[config.mk]
export PLATFORM = sky130hd
export DESIGN_NAME = config_text_tokenizer_flat
export DESIGN_NICKNAME = d
export VERILOG_FILES = /design/src/hw/rtl/ctt_pkg.sv /design/src/hw/rtl/ctt_in_if.sv /design/src/hw/rtl/ctt_out_if.sv /design/src/hw/rtl/config_text_tokenizer.sv /design/src/hw/rtl/ctt_front.sv /design/src/hw/rtl/ctt_queue.sv /design/src/hw/rtl/ctt_back.sv /design/src/flat_wrapper.sv
export VERILOG_INCLUDE_DIRS = /design/src /design/src/hw/rtl
export SDC_FILE = /design/constraint.sdc
export NUM_CORES = 1
export LEC_CHECK = 0
export ABC_AREA = 1
export BUFFER_PORTS_ARGS = -buffer_cell sky130_fd_sc_hd__buf_2
export CAP_MARGIN = 20
export CORE_MARGIN = 5
export CORE_UTILIZATION = 60
export CTS_BUF_LIST = sky130_fd_sc_hd__clkbuf_4 sky130_fd_sc_hd__clkbuf_8
export DETAILED_ROUTE_END_ITERATION = 6
export PLACE_DENSITY = 0.77
export SLEW_MARGIN = 20
export SYNTH_ARGS = -nofsm -noshare
export SYNTH_HDL_FRONTEND = slang
export SYNTH_SLANG_ARGS = --single-unit
[constraint.sdc]
create_clock -name clk -period 16.1 [get_ports clk]
set_input_delay 4.025 -clock clk [delete_from_list [all_inputs] [get_ports clk]]
set_output_delay 4.025 -clock clk [all_outputs]
set_load 0.01 [all_outputs]
[src/hw/rtl/assert_macros.svh]
`ifndef ASSERT_MACROS_SVH
`define ASSERT_MACROS_SVH

// property must hold at every clock edge outside reset
`define CTT_ASSERT(label, prop, msg) \
  label: assert property (@(posedge clk) disable iff (rst) prop) else $error(msg);

// condition must never be seen outside reset
`define CTT_ASSERT_NEVER(label, cond, msg) \
  label: assert property (@(posedge clk) disable iff (rst) !(cond)) else $error(msg);

`endif

[src/hw/rtl/ctt_pkg.sv]
package ctt_pkg;

  localparam int LINE_BITS  = 16;
  localparam int LINE_OUT_W = 16;
  localparam logic [LINE_BITS-1:0] LINE_MAX = '1;

  // results one request can cause, and the queue between front and back
  localparam int RES_SLOTS = 5;
  localparam int CNT_W     = $clog2(RES_SLOTS + 1);
  localparam int Q_DEPTH   = 4;
  localparam int Q_PTR_W   = $clog2(Q_DEPTH);
  localparam int Q_CNT_W   = $clog2(Q_DEPTH + 1);

  localparam logic [7:0] CH_TAB        = 8'h09;
  localparam logic [7:0] CH_LF         = 8'h0A;
  localparam logic [7:0] CH_CR         = 8'h0D;
  localparam logic [7:0] CH_SPACE      = 8'h20;
  localparam logic [7:0] CH_QUOTE      = 8'h22;
  localparam logic [7:0] CH_HASH       = 8'h23;
  localparam logic [7:0] CH_PLUS       = 8'h2B;
  localparam logic [7:0] CH_COMMA      = 8'h2C;
  localparam logic [7:0] CH_MINUS      = 8'h2D;
  localparam logic [7:0] CH_DOT        = 8'h2E;
  localparam logic [7:0] CH_COLON      = 8'h3A;
  localparam logic [7:0] CH_LT         = 8'h3C;
  localparam logic [7:0] CH_GT         = 8'h3E;
  localparam logic [7:0] CH_UPPER_E    = 8'h45;
  localparam logic [7:0] CH_LBRACKET   = 8'h5B;
  localparam logic [7:0] CH_BSLASH     = 8'h5C;
  localparam logic [7:0] CH_RBRACKET   = 8'h5D;
  localparam logic [7:0] CH_UNDERSCORE = 8'h5F;
  localparam logic [7:0] CH_LOWER_E    = 8'h65;
  localparam logic [7:0] CH_LOWER_N    = 8'h6E;
  localparam logic [7:0] CH_LOWER_T    = 8'h74;
  localparam logic [7:0] CH_LBRACE     = 8'h7B;
  localparam logic [7:0] CH_RBRACE     = 8'h7D;

  typedef enum logic [3:0] {
    M_IDLE    = 4'd0,
    M_COMMENT = 4'd1,
    M_IDENT   = 4'd2,
    M_MINUS   = 4'd3,
    M_INT     = 4'd4,
    M_INTDOT  = 4'd5,
    M_FRAC    = 4'd6,
    M_EXP     = 4'd7,
    M_EXPDIG  = 4'd8,
    M_DOT     = 4'd9,
    M_STR     = 4'd10,
    M_STRESC  = 4'd11,
    M_KEY     = 4'd12,
    M_KEYESC  = 4'd13
  } mode_t;

  typedef enum logic [3:0] {
    K_IDENT    = 4'd0,
    K_INT      = 4'd1,
    K_FLOAT    = 4'd2,
    K_STRING   = 4'd3,
    K_DOTDOT   = 4'd4,
    K_COLON    = 4'd5,
    K_COMMA    = 4'd6,
    K_LBRACKET = 4'd7,
    K_RBRACKET = 4'd8,
    K_LBRACE   = 4'd9,
    K_RBRACE   = 4'd10,
    K_NEWLINE  = 4'd11,
    K_END      = 4'd12,
    K_ERROR    = 4'd13,
    K_KEYBIND  = 4'd14
  } kind_t;

  // bumped: result carries the line after this request's newline
  typedef struct packed {
    logic       is_end;
    logic [7:0] text;
    kind_t      kind;
    logic       bumped;
  } res_t;

  typedef struct packed {
    mode_t          mode;
    logic           consumed;
    logic           inc;
    logic [1:0]     n;
    res_t [2:0]     r;
  } step_t;

  typedef struct packed {
    res_t [RES_SLOTS-1:0] r;
    logic [CNT_W-1:0]     n;
  } run_t;

  typedef struct packed {
    res_t [RES_SLOTS-1:0]  res;
    logic [CNT_W-1:0]      count;
    logic [LINE_OUT_W-1:0] line_old;
    logic [LINE_OUT_W-1:0] line_new;
  } entry_t;

  typedef struct packed {
    logic full;
    logic empty;
  } q_stat_t;

  function automatic logic is_digit(logic [7:0] c);
    return c >= 8'h30 && c <= 8'h39;
  endfunction

  function automatic logic is_alpha(logic [7:0] c);
    return (c >= 8'h61 && c <= 8'h7A) || (c >= 8'h41 && c <= 8'h5A);
  endfunction

  function automatic res_t mk_txt(logic [7:0] b, logic bump);
    res_t r;
    r.is_end = 1'b0;
    r.text   = b;
    r.kind   = K_IDENT;
    r.bumped = bump;
    return r;
  endfunction

  function automatic res_t mk_end(kind_t k, logic bump);
    res_t r;
    r.is_end = 1'b1;
    r.text   = 8'h00;
    r.kind   = k;
    r.bumped = bump;
    return r;
  endfunction

  function automatic logic [LINE_OUT_W-1:0] line_clamp(logic [LINE_BITS-1:0] l);
    if (LINE_BITS > LINE_OUT_W && (l >> LINE_OUT_W) != '0) begin
      return '1;
    end
    return LINE_OUT_W'(l);
  endfunction

  // one pass of the scanner over a byte; not consumed means feed it again
  function automatic step_t feed(mode_t m, logic [7:0] c);
    step_t s;
    kind_t pk;
    logic  pv;
    logic  dg;
    logic  wd;
    logic  ex;
    s = '0;
    s.mode = m;
    s.consumed = 1'b1;
    dg = is_digit(c);
    wd = is_alpha(c) || dg || c == CH_UNDERSCORE;
    ex = c == CH_LOWER_E || c == CH_UPPER_E;
    pv = 1'b1;
    unique case (c)
      CH_COLON:    pk = K_COLON;
      CH_COMMA:    pk = K_COMMA;
      CH_LBRACKET: pk = K_LBRACKET;
      CH_RBRACKET: pk = K_RBRACKET;
      CH_LBRACE:   pk = K_LBRACE;
      CH_RBRACE:   pk = K_RBRACE;
      default: begin
        pk = K_ERROR;
        pv = 1'b0;
      end
    endcase
    unique case (m)
      M_IDLE: begin
        if (c == CH_SPACE || c == CH_TAB || c == CH_CR) begin
          s.n = 2'd0;
        end else if (c == CH_LF) begin
          s.inc  = 1'b1;
          s.r[0] = mk_txt(c, 1'b1);
          s.r[1] = mk_end(K_NEWLINE, 1'b1);
          s.n    = 2'd2;
        end else if (c == CH_HASH) begin
          s.mode = M_COMMENT;
        end else if (pv) begin
          s.r[0] = mk_txt(c, 1'b0);
          s.r[1] = mk_end(pk, 1'b0);
          s.n    = 2'd2;
        end else if (c == CH_LT) begin
          s.mode = M_KEY;
        end else if (c == CH_QUOTE) begin
          s.mode = M_STR;
        end else if (c == CH_DOT) begin
          s.mode = M_DOT;
        end else if (c == CH_MINUS) begin
          s.mode = M_MINUS;
        end else if (is_alpha(c) || c == CH_UNDERSCORE) begin
          s.r[0] = mk_txt(c, 1'b0);
          s.n    = 2'd1;
          s.mode = M_IDENT;
        end else if (dg) begin
          s.r[0] = mk_txt(c, 1'b0);
          s.n    = 2'd1;
          s.mode = M_INT;
        end else begin
          s.r[0] = mk_txt(c, 1'b0);
          s.r[1] = mk_end(K_ERROR, 1'b0);
          s.n    = 2'd2;
        end
      end
      M_COMMENT: begin
        if (c == CH_LF) begin
          s.mode = M_IDLE;
          s.consumed = 1'b0;
        end
      end
      M_IDENT: begin
        if (wd) begin
          s.r[0] = mk_txt(c, 1'b0);
          s.n    = 2'd1;
        end else begin
          s.r[0] = mk_end(K_IDENT, 1'b0);
          s.n    = 2'd1;
          s.mode = M_IDLE;
          s.consumed = 1'b0;
        end
      end
      M_MINUS: begin
        s.r[0] = mk_txt(CH_MINUS, 1'b0);
        s.n    = 2'd2;
        if (dg) begin
          s.r[1] = mk_txt(c, 1'b0);
          s.mode = M_INT;
        end else begin
          s.r[1] = mk_end(K_ERROR, 1'b0);
          s.mode = M_IDLE;
          s.consumed = 1'b0;
        end
      end
      M_INT: begin
        if (dg) begin
          s.r[0] = mk_txt(c, 1'b0);
          s.n    = 2'd1;
        end else if (c == CH_DOT) begin
          s.mode = M_INTDOT;
        end else if (ex) begin
          s.r[0] = mk_txt(c, 1'b0);
          s.n    = 2'd1;
          s.mode = M_EXP;
        end else begin
          s.r[0] = mk_end(K_INT, 1'b0);
          s.n    = 2'd1;
          s.mode = M_IDLE;
          s.consumed = 1'b0;
        end
      end
      M_INTDOT: begin
        if (dg) begin
          s.r[0] = mk_txt(CH_DOT, 1'b0);
          s.r[1] = mk_txt(c, 1'b0);
          s.n    = 2'd2;
          s.mode = M_FRAC;
        end else begin
          s.r[0] = mk_end(K_INT, 1'b0);
          s.n    = 2'd1;
          s.mode = M_DOT;
          s.consumed = 1'b0;
        end
      end
      M_FRAC: begin
        if (dg) begin
          s.r[0] = mk_txt(c, 1'b0);
          s.n    = 2'd1;
        end else if (ex) begin
          s.r[0] = mk_txt(c, 1'b0);
          s.n    = 2'd1;
          s.mode = M_EXP;
        end else begin
          s.r[0] = mk_end(K_FLOAT, 1'b0);
          s.n    = 2'd1;
          s.mode = M_IDLE;
          s.consumed = 1'b0;
        end
      end
      M_EXP: begin
        if (c == CH_PLUS || c == CH_MINUS || dg) begin
          s.r[0] = mk_txt(c, 1'b0);
          s.n    = 2'd1;
          s.mode = M_EXPDIG;
        end else begin
          s.r[0] = mk_end(K_FLOAT, 1'b0);
          s.n    = 2'd1;
          s.mode = M_IDLE;
          s.consumed = 1'b0;
        end
      end
      M_EXPDIG: begin
        if (dg) begin
          s.r[0] = mk_txt(c, 1'b0);
          s.n    = 2'd1;
        end else begin
          s.r[0] = mk_end(K_FLOAT, 1'b0);
          s.n    = 2'd1;
          s.mode = M_IDLE;
          s.consumed = 1'b0;
        end
      end
      M_DOT: begin
        s.mode = M_IDLE;
        s.r[0] = mk_txt(CH_DOT, 1'b0);
        if (c == CH_DOT) begin
          s.r[1] = mk_txt(CH_DOT, 1'b0);
          s.r[2] = mk_end(K_DOTDOT, 1'b0);
          s.n    = 2'd3;
        end else begin
          s.r[1] = mk_end(K_ERROR, 1'b0);
          s.n    = 2'd2;
          s.consumed = 1'b0;
        end
      end
      M_STR: begin
        if (c == CH_QUOTE) begin
          s.r[0] = mk_end(K_STRING, 1'b0);
          s.n    = 2'd1;
          s.mode = M_IDLE;
        end else if (c == CH_LF) begin
          s.r[0] = mk_end(K_STRING, 1'b0);
          s.n    = 2'd1;
          s.mode = M_IDLE;
          s.consumed = 1'b0;
        end else if (c == CH_BSLASH) begin
          s.mode = M_STRESC;
        end else begin
          s.r[0] = mk_txt(c, 1'b0);
          s.n    = 2'd1;
        end
      end
      M_STRESC: begin
        s.mode = M_STR;
        s.n    = 2'd1;
        if (c == CH_LOWER_N) begin
          s.r[0] = mk_txt(CH_LF, 1'b0);
        end else if (c == CH_LOWER_T) begin
          s.r[0] = mk_txt(CH_TAB, 1'b0);
        end else if (c == CH_QUOTE || c == CH_BSLASH) begin
          s.r[0] = mk_txt(c, 1'b0);
        end else begin
          s.r[0] = mk_txt(CH_BSLASH, 1'b0);
          s.r[1] = mk_txt(c, 1'b0);
          s.n    = 2'd2;
        end
      end
      M_KEY: begin
        if (c == CH_GT) begin
          s.r[0] = mk_end(K_KEYBIND, 1'b0);
          s.n    = 2'd1;
          s.mode = M_IDLE;
        end else if (c == CH_LF) begin
          s.r[0] = mk_end(K_KEYBIND, 1'b0);
          s.n    = 2'd1;
          s.mode = M_IDLE;
          s.consumed = 1'b0;
        end else if (c == CH_BSLASH) begin
          s.mode = M_KEYESC;
        end else begin
          s.r[0] = mk_txt(c, 1'b0);
          s.n    = 2'd1;
        end
      end
      M_KEYESC: begin
        s.r[0] = mk_txt(CH_BSLASH, 1'b0);
        s.r[1] = mk_txt(c, 1'b0);
        s.n    = 2'd2;
        s.mode = M_KEY;
      end
      default: begin
        s.mode = M_IDLE;
        s.consumed = 1'b0;
      end
    endcase
    return s;
  endfunction

  // close whatever token is open, then End
  function automatic run_t flush(mode_t m);
    run_t f;
    f = '0;
    unique case (m) inside
      M_IDENT: begin
        f.r[0] = mk_end(K_IDENT, 1'b0);
        f.n    = CNT_W'(1);
      end
      M_MINUS: begin
        f.r[0] = mk_txt(CH_MINUS, 1'b0);
        f.r[1] = mk_end(K_ERROR, 1'b0);
        f.n    = CNT_W'(2);
      end
      M_INT: begin
        f.r[0] = mk_end(K_INT, 1'b0);
        f.n    = CNT_W'(1);
      end
      M_INTDOT: begin
        f.r[0] = mk_end(K_INT, 1'b0);
        f.r[1] = mk_txt(CH_DOT, 1'b0);
        f.r[2] = mk_end(K_ERROR, 1'b0);
        f.n    = CNT_W'(3);
      end
      M_FRAC, M_EXP, M_EXPDIG: begin
        f.r[0] = mk_end(K_FLOAT, 1'b0);
        f.n    = CNT_W'(1);
      end
      M_DOT: begin
        f.r[0] = mk_txt(CH_DOT, 1'b0);
        f.r[1] = mk_end(K_ERROR, 1'b0);
        f.n    = CNT_W'(2);
      end
      M_STR: begin
        f.r[0] = mk_end(K_STRING, 1'b0);
        f.n    = CNT_W'(1);
      end
      M_STRESC: begin
        f.r[0] = mk_txt(CH_BSLASH, 1'b0);
        f.r[1] = mk_end(K_STRING, 1'b0);
        f.n    = CNT_W'(2);
      end
      M_KEY: begin
        f.r[0] = mk_end(K_KEYBIND, 1'b0);
        f.n    = CNT_W'(1);
      end
      M_KEYESC: begin
        f.r[0] = mk_txt(CH_BSLASH, 1'b0);
        f.r[1] = mk_end(K_KEYBIND, 1'b0);
        f.n    = CNT_W'(2);
      end
      default: begin
        f.n = '0;
      end
    endcase
    f.r[f.n] = mk_end(K_END, 1'b0);
    f.n = f.n + 1'b1;
    return f;
  endfunction

endpackage

[src/hw/rtl/ctt_in_if.sv]
interface ctt_in_if;
  logic       valid;
  logic       ready;
  logic [7:0] source_byte;
  logic       end_marker;

  modport source (output valid, output source_byte, output end_marker, input ready);
  modport sink (input valid, input source_byte, input end_marker, output ready);
endinterface

[src/hw/rtl/ctt_out_if.sv]
interface ctt_out_if;
  logic        valid;
  logic        ready;
  logic        is_token_end;
  logic [7:0]  text_byte;
  logic [3:0]  token_kind;
  logic [15:0] line_number;
  logic        last_of_run;

  modport source (
    output valid, output is_token_end, output text_byte, output token_kind,
    output line_number, output last_of_run, input ready
  );
  modport sink (
    input valid, input is_token_end, input text_byte, input token_kind,
    input line_number, input last_of_run, output ready
  );
endinterface

[src/hw/rtl/config_text_tokenizer.sv]
// Streaming tokenizer: one source byte (or the end marker) per request on src,
// token text bytes and token-end descriptors out on tokens. Each byte is
// classified in the cycle it is accepted, and all results it causes (at most
// five) are queued together in a four-entry queue; results leave one per
// cycle while tokens is ready, from the cycle after acceptance, and src
// stalls only when the queue fills. A byte that causes no result is not
// queued; plain text streams at one byte per cycle while tokens keeps up.
// last_of_run marks the final result of each request.
module config_text_tokenizer import ctt_pkg::*; (
  input  logic      clk,
  input  logic      rst,
  ctt_in_if.sink    src,
  ctt_out_if.source tokens
);

  q_stat_t qstat;
  logic    push;
  entry_t  push_entry;
  logic    pop;
  entry_t  head;

  ctt_front u_front (
    .clk        (clk),
    .rst        (rst),
    .src        (src),
    .qstat      (qstat),
    .push       (push),
    .push_entry (push_entry)
  );

  ctt_queue u_queue (
    .clk        (clk),
    .rst        (rst),
    .push       (push),
    .push_entry (push_entry),
    .pop        (pop),
    .head       (head),
    .stat       (qstat)
  );

  ctt_back u_back (
    .clk   (clk),
    .rst   (rst),
    .head  (head),
    .qstat (qstat),
    .pop   (pop),
    .dst   (tokens)
  );

endmodule

[src/hw/rtl/ctt_front.sv]
module ctt_front import ctt_pkg::*; (
  input  logic    clk,
  input  logic    rst,
  ctt_in_if.sink  src,
  input  q_stat_t qstat,
  output logic    push,
  output entry_t  push_entry
);

  mode_t                mode;
  mode_t                mode_next;
  logic [LINE_BITS-1:0] line;
  logic [LINE_BITS-1:0] line_next;
  logic [LINE_BITS-1:0] line_inc;

  step_t st [4];
  mode_t md [5];
  logic  live [5];
  logic  inc;
  run_t  acc;
  logic  accept;

  assign src.ready = !qstat.full;
  assign accept    = src.valid && src.ready;

  // up to four passes over the same byte, results appended in order
  always_comb begin
    md[0]   = mode;
    live[0] = 1'b1;
    acc     = '0;
    inc     = 1'b0;
    for (int i = 0; i < 4; i++) begin
      st[i] = feed(md[i], src.source_byte);
      if (live[i]) begin
        for (int j = 0; j < 3; j++) begin
          if (j < int'(st[i].n) && int'(acc.n) + j < RES_SLOTS) begin
            acc.r[CNT_W'(int'(acc.n) + j)] = st[i].r[j];
          end
        end
        acc.n     = acc.n + CNT_W'(st[i].n);
        inc       = inc | st[i].inc;
        md[i+1]   = st[i].mode;
        live[i+1] = !st[i].consumed;
      end else begin
        md[i+1]   = md[i];
        live[i+1] = 1'b0;
      end
    end
    if (src.end_marker) begin
      acc = flush(mode);
    end
  end

  assign line_inc = (inc && line != LINE_MAX) ? line + 1'b1 : line;

  always_comb begin
    mode_next = mode;
    line_next = line;
    if (accept) begin
      if (src.end_marker) begin
        mode_next = M_IDLE;
        line_next = LINE_BITS'(1);
      end else begin
        mode_next = md[4];
        line_next = line_inc;
      end
    end
  end

  always_ff @(posedge clk) begin
    if (rst) begin
      mode <= M_IDLE;
      line <= LINE_BITS'(1);
    end else begin
      mode <= mode_next;
      line <= line_next;
    end
  end

  assign push                = accept && acc.n != '0;
  assign push_entry.res      = acc.r;
  assign push_entry.count    = acc.n;
  assign push_entry.line_old = line_clamp(line);
  assign push_entry.line_new = line_clamp(line_inc);

endmodule

[src/hw/rtl/ctt_queue.sv]
`include "assert_macros.svh"

module ctt_queue import ctt_pkg::*; (
  input  logic    clk,
  input  logic    rst,
  input  logic    push,
  input  entry_t  push_entry,
  input  logic    pop,
  output entry_t  head,
  output q_stat_t stat
);

  entry_t               slots [Q_DEPTH];
  logic [Q_PTR_W-1:0]   wr_ptr;
  logic [Q_PTR_W-1:0]   rd_ptr;
  logic [Q_CNT_W-1:0]   count;

  assign stat.full  = count == Q_CNT_W'(Q_DEPTH);
  assign stat.empty = count == '0;
  assign head       = slots[rd_ptr];

  always_ff @(posedge clk) begin
    if (push) begin
      slots[wr_ptr] <= push_entry;
    end
  end

  always_ff @(posedge clk) begin
    if (rst) begin
      wr_ptr <= '0;
      rd_ptr <= '0;
      count  <= '0;
    end else begin
      if (push) begin
        wr_ptr <= (wr_ptr == Q_PTR_W'(Q_DEPTH - 1)) ? '0 : wr_ptr + 1'b1;
      end
      if (pop) begin
        rd_ptr <= (rd_ptr == Q_PTR_W'(Q_DEPTH - 1)) ? '0 : rd_ptr + 1'b1;
      end
      if (push && !pop) begin
        count <= count + 1'b1;
      end else if (pop && !push) begin
        count <= count - 1'b1;
      end
    end
  end

  `CTT_ASSERT_NEVER(a_push_full, push && stat.full, "queue written while full")
  `CTT_ASSERT_NEVER(a_pop_empty, pop && stat.empty, "queue read while empty")
  `CTT_ASSERT(a_count_range, count <= Q_CNT_W'(Q_DEPTH), "queue count out of range")

endmodule

[src/hw/rtl/ctt_back.sv]
`include "assert_macros.svh"

module ctt_back import ctt_pkg::*; (
  input  logic       clk,
  input  logic       rst,
  input  entry_t     head,
  input  q_stat_t    qstat,
  output logic       pop,
  ctt_out_if.source  dst
);

  logic [CNT_W-1:0] idx;
  logic [CNT_W-1:0] idx_next;
  res_t             cur;
  logic             last;
  logic             take;

  assign cur  = head.res[idx];
  assign last = idx == head.count - 1'b1;
  assign take = dst.valid && dst.ready;
  assign pop  = take && last;

  assign dst.valid        = !qstat.empty;
  assign dst.is_token_end = cur.is_end;
  assign dst.text_byte    = cur.text;
  assign dst.token_kind   = cur.kind;
  assign dst.line_number  = cur.bumped ? head.line_new : head.line_old;
  assign dst.last_of_run  = last;

  always_comb begin
    idx_next = idx;
    if (take) begin
      idx_next = last ? '0 : idx + 1'b1;
    end
  end

  always_ff @(posedge clk) begin
    if (rst) begin
      idx <= '0;
    end else begin
      idx <= idx_next;
    end
  end

  `CTT_ASSERT(a_head_count, !qstat.empty |-> (head.count != '0 && head.count <= CNT_W'(RES_SLOTS)), "empty run queued")
  `CTT_ASSERT(a_idx_range, !qstat.empty |-> idx < head.count, "result index past run")
  `CTT_ASSERT(a_idx_hold, (dst.valid && !dst.ready) |=> $stable(idx), "index moved under stall")

endmodule

[src/flat_wrapper.sv]
// flat-port wrapper written by rule: the top's interface ports become plain ports
module config_text_tokenizer_flat import ctt_pkg::*;
  (clk, rst, src_valid, src_source_byte, src_end_marker, src_ready, tokens_valid, tokens_is_token_end, tokens_text_byte, tokens_token_kind, tokens_line_number, tokens_last_of_run, tokens_ready);
  ctt_in_if src_i ();
  ctt_out_if tokens_i ();
  input  logic clk;
  input  logic rst;
  input wire logic [$bits(src_i.valid)-1:0] src_valid;
  input wire logic [$bits(src_i.source_byte)-1:0] src_source_byte;
  input wire logic [$bits(src_i.end_marker)-1:0] src_end_marker;
  output wire logic [$bits(src_i.ready)-1:0] src_ready;
  output wire logic [$bits(tokens_i.valid)-1:0] tokens_valid;
  output wire logic [$bits(tokens_i.is_token_end)-1:0] tokens_is_token_end;
  output wire logic [$bits(tokens_i.text_byte)-1:0] tokens_text_byte;
  output wire logic [$bits(tokens_i.token_kind)-1:0] tokens_token_kind;
  output wire logic [$bits(tokens_i.line_number)-1:0] tokens_line_number;
  output wire logic [$bits(tokens_i.last_of_run)-1:0] tokens_last_of_run;
  input wire logic [$bits(tokens_i.ready)-1:0] tokens_ready;
  assign src_i.valid = src_valid;
  assign src_i.source_byte = src_source_byte;
  assign src_i.end_marker = src_end_marker;
  assign src_ready = src_i.ready;
  assign tokens_valid = tokens_i.valid;
  assign tokens_is_token_end = tokens_i.is_token_end;
  assign tokens_text_byte = tokens_i.text_byte;
  assign tokens_token_kind = tokens_i.token_kind;
  assign tokens_line_number = tokens_i.line_number;
  assign tokens_last_of_run = tokens_i.last_of_run;
  assign tokens_i.ready = tokens_ready;
  config_text_tokenizer u_core (.clk(clk), .rst(rst), .src(src_i), .tokens(tokens_i));
endmodule
**Yosys cells after proc, flatten, opt, wreduce, memory -nomap -nowiden**

Memory sizes are Yosys's and may differ from the RTL's. A register that Yosys moved wholly into a read port is not among the register bits.
Cells that the tools add are included.

- Flip-flop bits (word level): 30
- Bits in latches: 0
- Memory bits (writable): 420
- Memory bits (read-only): 0
- Logic and storage cells: 496
- Memories kept: 1

- Add/sub/neg operators: 17
- Multipliers: 0
- Divide/modulo/power cells: 0
- Magnitude comparators: 48
- Equality and inequality tests: 80
- Shift-type cells: 0
- Mux-type cells: 265
- Bitwise gates (word level): 6
- Reductions and logical operators: 73

Memories:

| name | words | width | read ports | clocked after memory_dff | write ports | RTL line | source |
|---|---|---|---|---|---|---|---|
| u_core.u_queue.slots | 4 | 105 | 1 | 1 | 1 | ctt_queue.sv:13 | `entry_t slots [Q_DEPTH];` |

Operator list:

| cell | number |
|---|---|
| $mux W70 | 15 |
| $pmux W14 S13 | 4 |
| $bwmux W70 | 9 |
| $mux W14 | 43 |
| $demux W14 S3 | 9 |
| $pmux W14 S6 | 4 |
| $mux W73 | 4 |
| $mux W4 | 70 |
| $mux W28 | 8 |
| $pmux W4 S13 | 4 |
| $lt A32 B4 Y1 const B | 6 |
| $pmux W14 S8 | 1 |
| $mux W5 | 20 |
| $eq A4 B4 Y1 const B | 24 |
| $eq A8 B6 Y1 const B | 10 |
| $eq A8 B7 Y1 const B | 10 |
| $pmux W2 S9 | 4 |
| $mux W13 | 5 |
| $eq A4 B3 Y1 const B | 16 |
| $pmux W14 S4 | 1 |
| $and A33 B55 Y55 | 1 |
| $not A55 Y55 | 1 |
| $mux W16 | 3 |
| $mux W2 | 22 |
| other kinds (51) | 195 |

**Logic depth before layout (Yosys ltp)**

- Depth after elaboration: 60
- Mapped depth: 41
- Depth with buffers taken out: 40

**Modules after synthesis**

From an unflattened synthesis, not the netlist that was laid out.

- Cells, all modules: 2902
- Area total of the unflattened synthesis: 25289.3 µm²

By module, submodules not included:

| module | times used | cells each | area each (µm²) | sequential area each (µm²) |
|---|---|---|---|---|
| ctt_queue | 1 | 1074 | 16081.7 | 12792.3 |
| ctt_front | 1 | 1596 | 8117.8 | 400.4 |
| ctt_back | 1 | 232 | 1089.8 | 60.1 |

**Least setup slack after synthesis**

No wires, ideal clock.

- Kind: input to register
- Start point: input port src_source_byte[1]
- End point: memory u_core.u_queue.slots[0][0] in the netlist's numbering (enable)
- Setup time: 0.570 ns
- Data arrival time: 12.656 ns
- Slack: 2.874 ns
- Cell stages on the path: 31
- Path buffers: 2
- Path through: buf_4 inv_4 nand2_1 nor2_1 nand2_2 nand2_2 nand2_4 buf_6 nand4_2 nand2_1 nand2_1 nand3_2 nor2_4 nand2_1 o21ai_0 a21oi_1 nand2_1 ha_1 inv_1 fa_1 inv_1 o21ai_0 inv_1 fa_1 xnor2_1 nand2_1 nand2_1 o21ai_0 or3_1 nand2_1 nor2_1

RTL lines:

| element | RTL line | source |
|---|---|---|
| start: declaration | flat_wrapper.sv:9 | `input wire logic [$bits(src_i.source_byte)-1:0] src_source_byte;` |
| end: declaration | ctt_queue.sv:13 |  |

==> parameters.txt <==
Parameter                              Value

CTS
  Clock slew at the register clock pins of the worst setup and hold paths ... 50 ps
  Number of CTS-inserted buffers ... 71
  CTS tree ... yes
  Quantity of hold-fixing buffers added after cts ... 0
  Clk Latency, worst-skew pair ... roughly 670 ps
  Clock Path Buffers ... 3
  Post-cts repair resize count ... 0
  Total number of clock tree sinks ... 452
  # Post-CTS Setup Buffers ... 0
  Number of H-tree levels ... 3
  Root Buffer ... sky130_fd_sc_hd__clkbuf_8

Setup path
  Delay-heaviest family, CP ... simple AND/OR/NAND/NOR gates
  WP data arrival ... 11640 ps
  Critical path peak fanout ... 49
  CP dominant cell by count ... sky130_fd_sc_hd__nand2_1
  Endpoint class of the critical path ... flop
  Library cell contributing the largest single delay on the critical path ... sky130_fd_sc_hd__buf_4
  Largest stage delay, worst path ... ~700 ps
  Path type of the worst setup path ... input port to flop
  Required time of the critical path ... approximately 16000 ps
  Nature of the critical path startpoint ... input port
  WP buf/inv ... 7

Global route
  Largest net degree at the start of global routing ... 89
  First-pass GRT wire length ... 126000 µm
  Global-route total usage across every layer ... 36.2%
  Most Crowded Layer GR ... met2
  Met2 layer usage reported by global route ... 58.1%
  Met3 global-route usage ... around 7%
  Leftover overflow at the end of global routing ... 0
  Initial antenna violation count ... 0
  Met1 track utilization from global routing ... 50.1%
  Vias in the first global route ... 21000

Drt
  Routed Antenna Nets ... 0
  Via density per instance ... 6.55
  First drt pass iteration count ... 7
  Routed length per placed instance ... 24.6 µm
  Drc violations ... 1
  Total Wirelength ... 84200 µm
  Number of vias in the routed layout ... 22400
  First DRT Iteration DRCs ... 3359

Floorplanning
  DIE AREA ... 45600 µm²
  Chip width ... 213 µm
  Boundary pin count ... 45
  Area of the core ... 40900 µm²
  Die Y-Extent ... 213 µm
  Site Rows ... 74
  Starting utilization of the core area ... 60.7%

Timing
  Total negative slack ... 0 ps
  Final worst path period need ... roughly 11000 ps
  Final number of hold-violating endpoints ... 0
  Relative slew margins ... 19.0%
  Setup repair after global routing missed its margin ... no
  Share of the clock period used by the worst path ... a little over two thirds
  Worst hold margin ... 516 ps
  Final critical-path setup slack ... 4730 ps
  Final setup vio count ... 0
  Fmax achieved ... 88.0 MHz
  Measured slew at the worst slew-check pin ... 1210 ps
  Clock skew ... 52.6 ps
  Number of max-slew violations in the final report ... 0

Yosys
  Syn avg cell area ... 8.87 µm²
  Top cells by count, synth ... 509 x sky130_fd_sc_hd__nand2_1, 442 x sky130_fd_sc_hd__nor2_1, 420 x sky130_fd_sc_hd__edfxtp_1
  Cell count after synthesis ... ~2800
  Area contributors post-synth ... sky130_fd_sc_hd__edfxtp_1 51%, sky130_fd_sc_hd__nand2_1 7.7%, sky130_fd_sc_hd__nor2_1 6.7%
  Proportion of register bits with asynchronous set or reset after synthesis ... 0%
  Number of register bits inferred by synthesis ... 452
  Most instantiated flip-flop cell in the synthesis netlist ... sky130_fd_sc_hd__edfxtp_1
  Most frequent cell after synthesis ... sky130_fd_sc_hd__nand2_1
  Combined area of all synthesized cells ... about 25000 µm²
  Post-synth top area share ... 50.8%
  Netlist cell types ... 76
  Post-synth top area cell ... sky130_fd_sc_hd__edfxtp_1
  Fraction of the yosys area taken by sequential cells ... 53.3%
  Synth warnings ... 0
  Number of synthesized flops with an enable pin ... 420

Power
  Static leakage power ... 10.7 nW
  Peak supply drop ... 0.115 mV
  PwrDens ... 159 nW/µm²

Place
  Place WS ... 4250 ps
  Buffers added on ports ... 44
  Last weighted congestion value of the routability-driven placer ... 1.08
  Half-perimeter wire length after detailed placement ... 58300 µm
  Instance count after placement with tap cells included ... 3288

Run status
  Result of the run ... finished, violations left
  Violations in the final reports ... design-rule violations

Worst hold path
  Class of the tightest hold or removal check ... flop to flop

Final layout
  Number of inserted filler cells in the final layout ... approximately 3200
  Number of nets in the final layout ... 2873
  Total area of sequential cells ... approximately 13000 µm²
  Fraction of final layout cells sized beyond drive strength 1 ... 12.5%
  Area Growth Syn to Fin ... 8.60%
  Fin cells ... 3418
  Final design utilization ... approximately two thirds
  Footprint of the multi-input gates ... 10200 µm²

Run
  Max-cap viol count ... 0
## power by group
group / switching [W] / internal, W
sequential: 0.0000616 / 0.00145
combinational: 0.00130 / 0.000502
clock: 0.000446 / 0.000536
## worst register-to-register path: cells and delay by family, from the launching register on
family / cells / cell delay [ps]
flip-flops: 1 / 500
buffers and inverters: 9 / 2370
AO/OA/AOI/OAI: 4 / 1140
AND/OR/NAND/NOR: 13 / 2740
XOR/XNOR: 1 / 130
adder cells (fa/ha/maj): 3 / 1100
## per-stage QoR
step / total power (W) / area, µm²
final: 0.00430 / 27000
after global routing: 0.00449 / 27000
after CTS: 0.00426 / 27000
after detailed placement: 0.00328 / 25500
after global placement: 0.00322 / 25500
after floorplan: 0.00268 / 24900
## registers in the layout, summed over array words and instances (netlist names), named ones only
| signal | flops |
|---|---|
| u_core.u_queue.slots | 420 |
| u_core.u_front.mode | 4 |
| u_core.u_queue.count | 3 |
| u_core.u_back.idx | 3 |
| u_core.u_queue.rd_ptr | 2 |
| u_core.u_front.line | 16 |
| u_core.u_queue.wr_ptr | 2 |
## placed cells by master (no fill, tap or decap), types with 14 or more instances in the layout
cell type,count
sky130_fd_sc_hd__nand2_1,509
sky130_fd_sc_hd__nor2_1,438
sky130_fd_sc_hd__edfxtp_1,420
sky130_fd_sc_hd__o21ai_0,302
sky130_fd_sc_hd__inv_1,193
sky130_fd_sc_hd__a21oi_1,122
sky130_fd_sc_hd__nand3_1,121
sky130_fd_sc_hd__clkbuf_8,76
sky130_fd_sc_hd__o22ai_1,63
sky130_fd_sc_hd__buf_2,44
sky130_fd_sc_hd__inv_2,38
sky130_fd_sc_hd__clkbuf_4,35
sky130_fd_sc_hd__nor3_1,34
sky130_fd_sc_hd__nand2_2,30
sky130_fd_sc_hd__o21ai_1,30
sky130_fd_sc_hd__dfxtp_1,30
sky130_fd_sc_hd__buf_4,29
sky130_fd_sc_hd__ha_1,28
sky130_fd_sc_hd__o221ai_1,27
sky130_fd_sc_hd__nor2_2,23
sky130_fd_sc_hd__nand4_1,23
sky130_fd_sc_hd__o211ai_1,23
sky130_fd_sc_hd__a31oi_1,19
sky130_fd_sc_hd__nor2_4,15
sky130_fd_sc_hd__nor4_1,14
sky130_fd_sc_hd__xor2_1,14
sky130_fd_sc_hd__a22o_1,14
## area by class of cell
class / count / share of cell area (%)
Sequential cell: 452 / 49.1
Multi-Input combinational cell: 1989 / 37.7
Clock buffer: 111 / 4.85
Inverter: 238 / 3.37
Tap cell: 532 / 2.47
Timing Repair Buffer: 77 / 1.92
Clock inverter: 18 / 0.487
Antenna cell: 1 / 0.00928
## kinds of logic (layout without fill, tap and decap cells)
| logic type | after synthesis | count (layout) | share of synthesized area (%) |
|---|---|---|---|
| xor+xnor | 21 | 21 | 0.740 |
| simple gates | 1256 | 1256 | 22.3 |
| compound gates | 666 | 666 | 15.8 |
| flops | 452 | 452 | 53.3 |
| fa+ha+maj | 31 | 31 | 1.65 |
| mux | 3 | 3 | 0.126 |
| other cells | 1 | 13 | 0.0151 |
| buf+inv | 372 | 444 | 6.01 |
## routing by layer
metal	vias to the layer above	share of wire (%)
met2	1582	47
met1	10700	39
met3	240	11
met5	-	0
met4	0	3.7
li1	9816	-
## final timing paths
path	depth (start not counted)	end	slack (ps)	startpoint
worst min-delay path	2	u_core.u_front.mode[2]	520	u_core.u_front.mode[2]
worst max register to register	30	u_core.u_queue.slots[1][41]	7680	u_core.u_front.mode[0]
worst max-delay path	33	u_core.u_queue.slots[1][41]	4730	src_source_byte[3]
worst min register to register	2	u_core.u_front.mode[2]	520	u_core.u_front.mode[2]
Power figures use the tool's default switching activity.
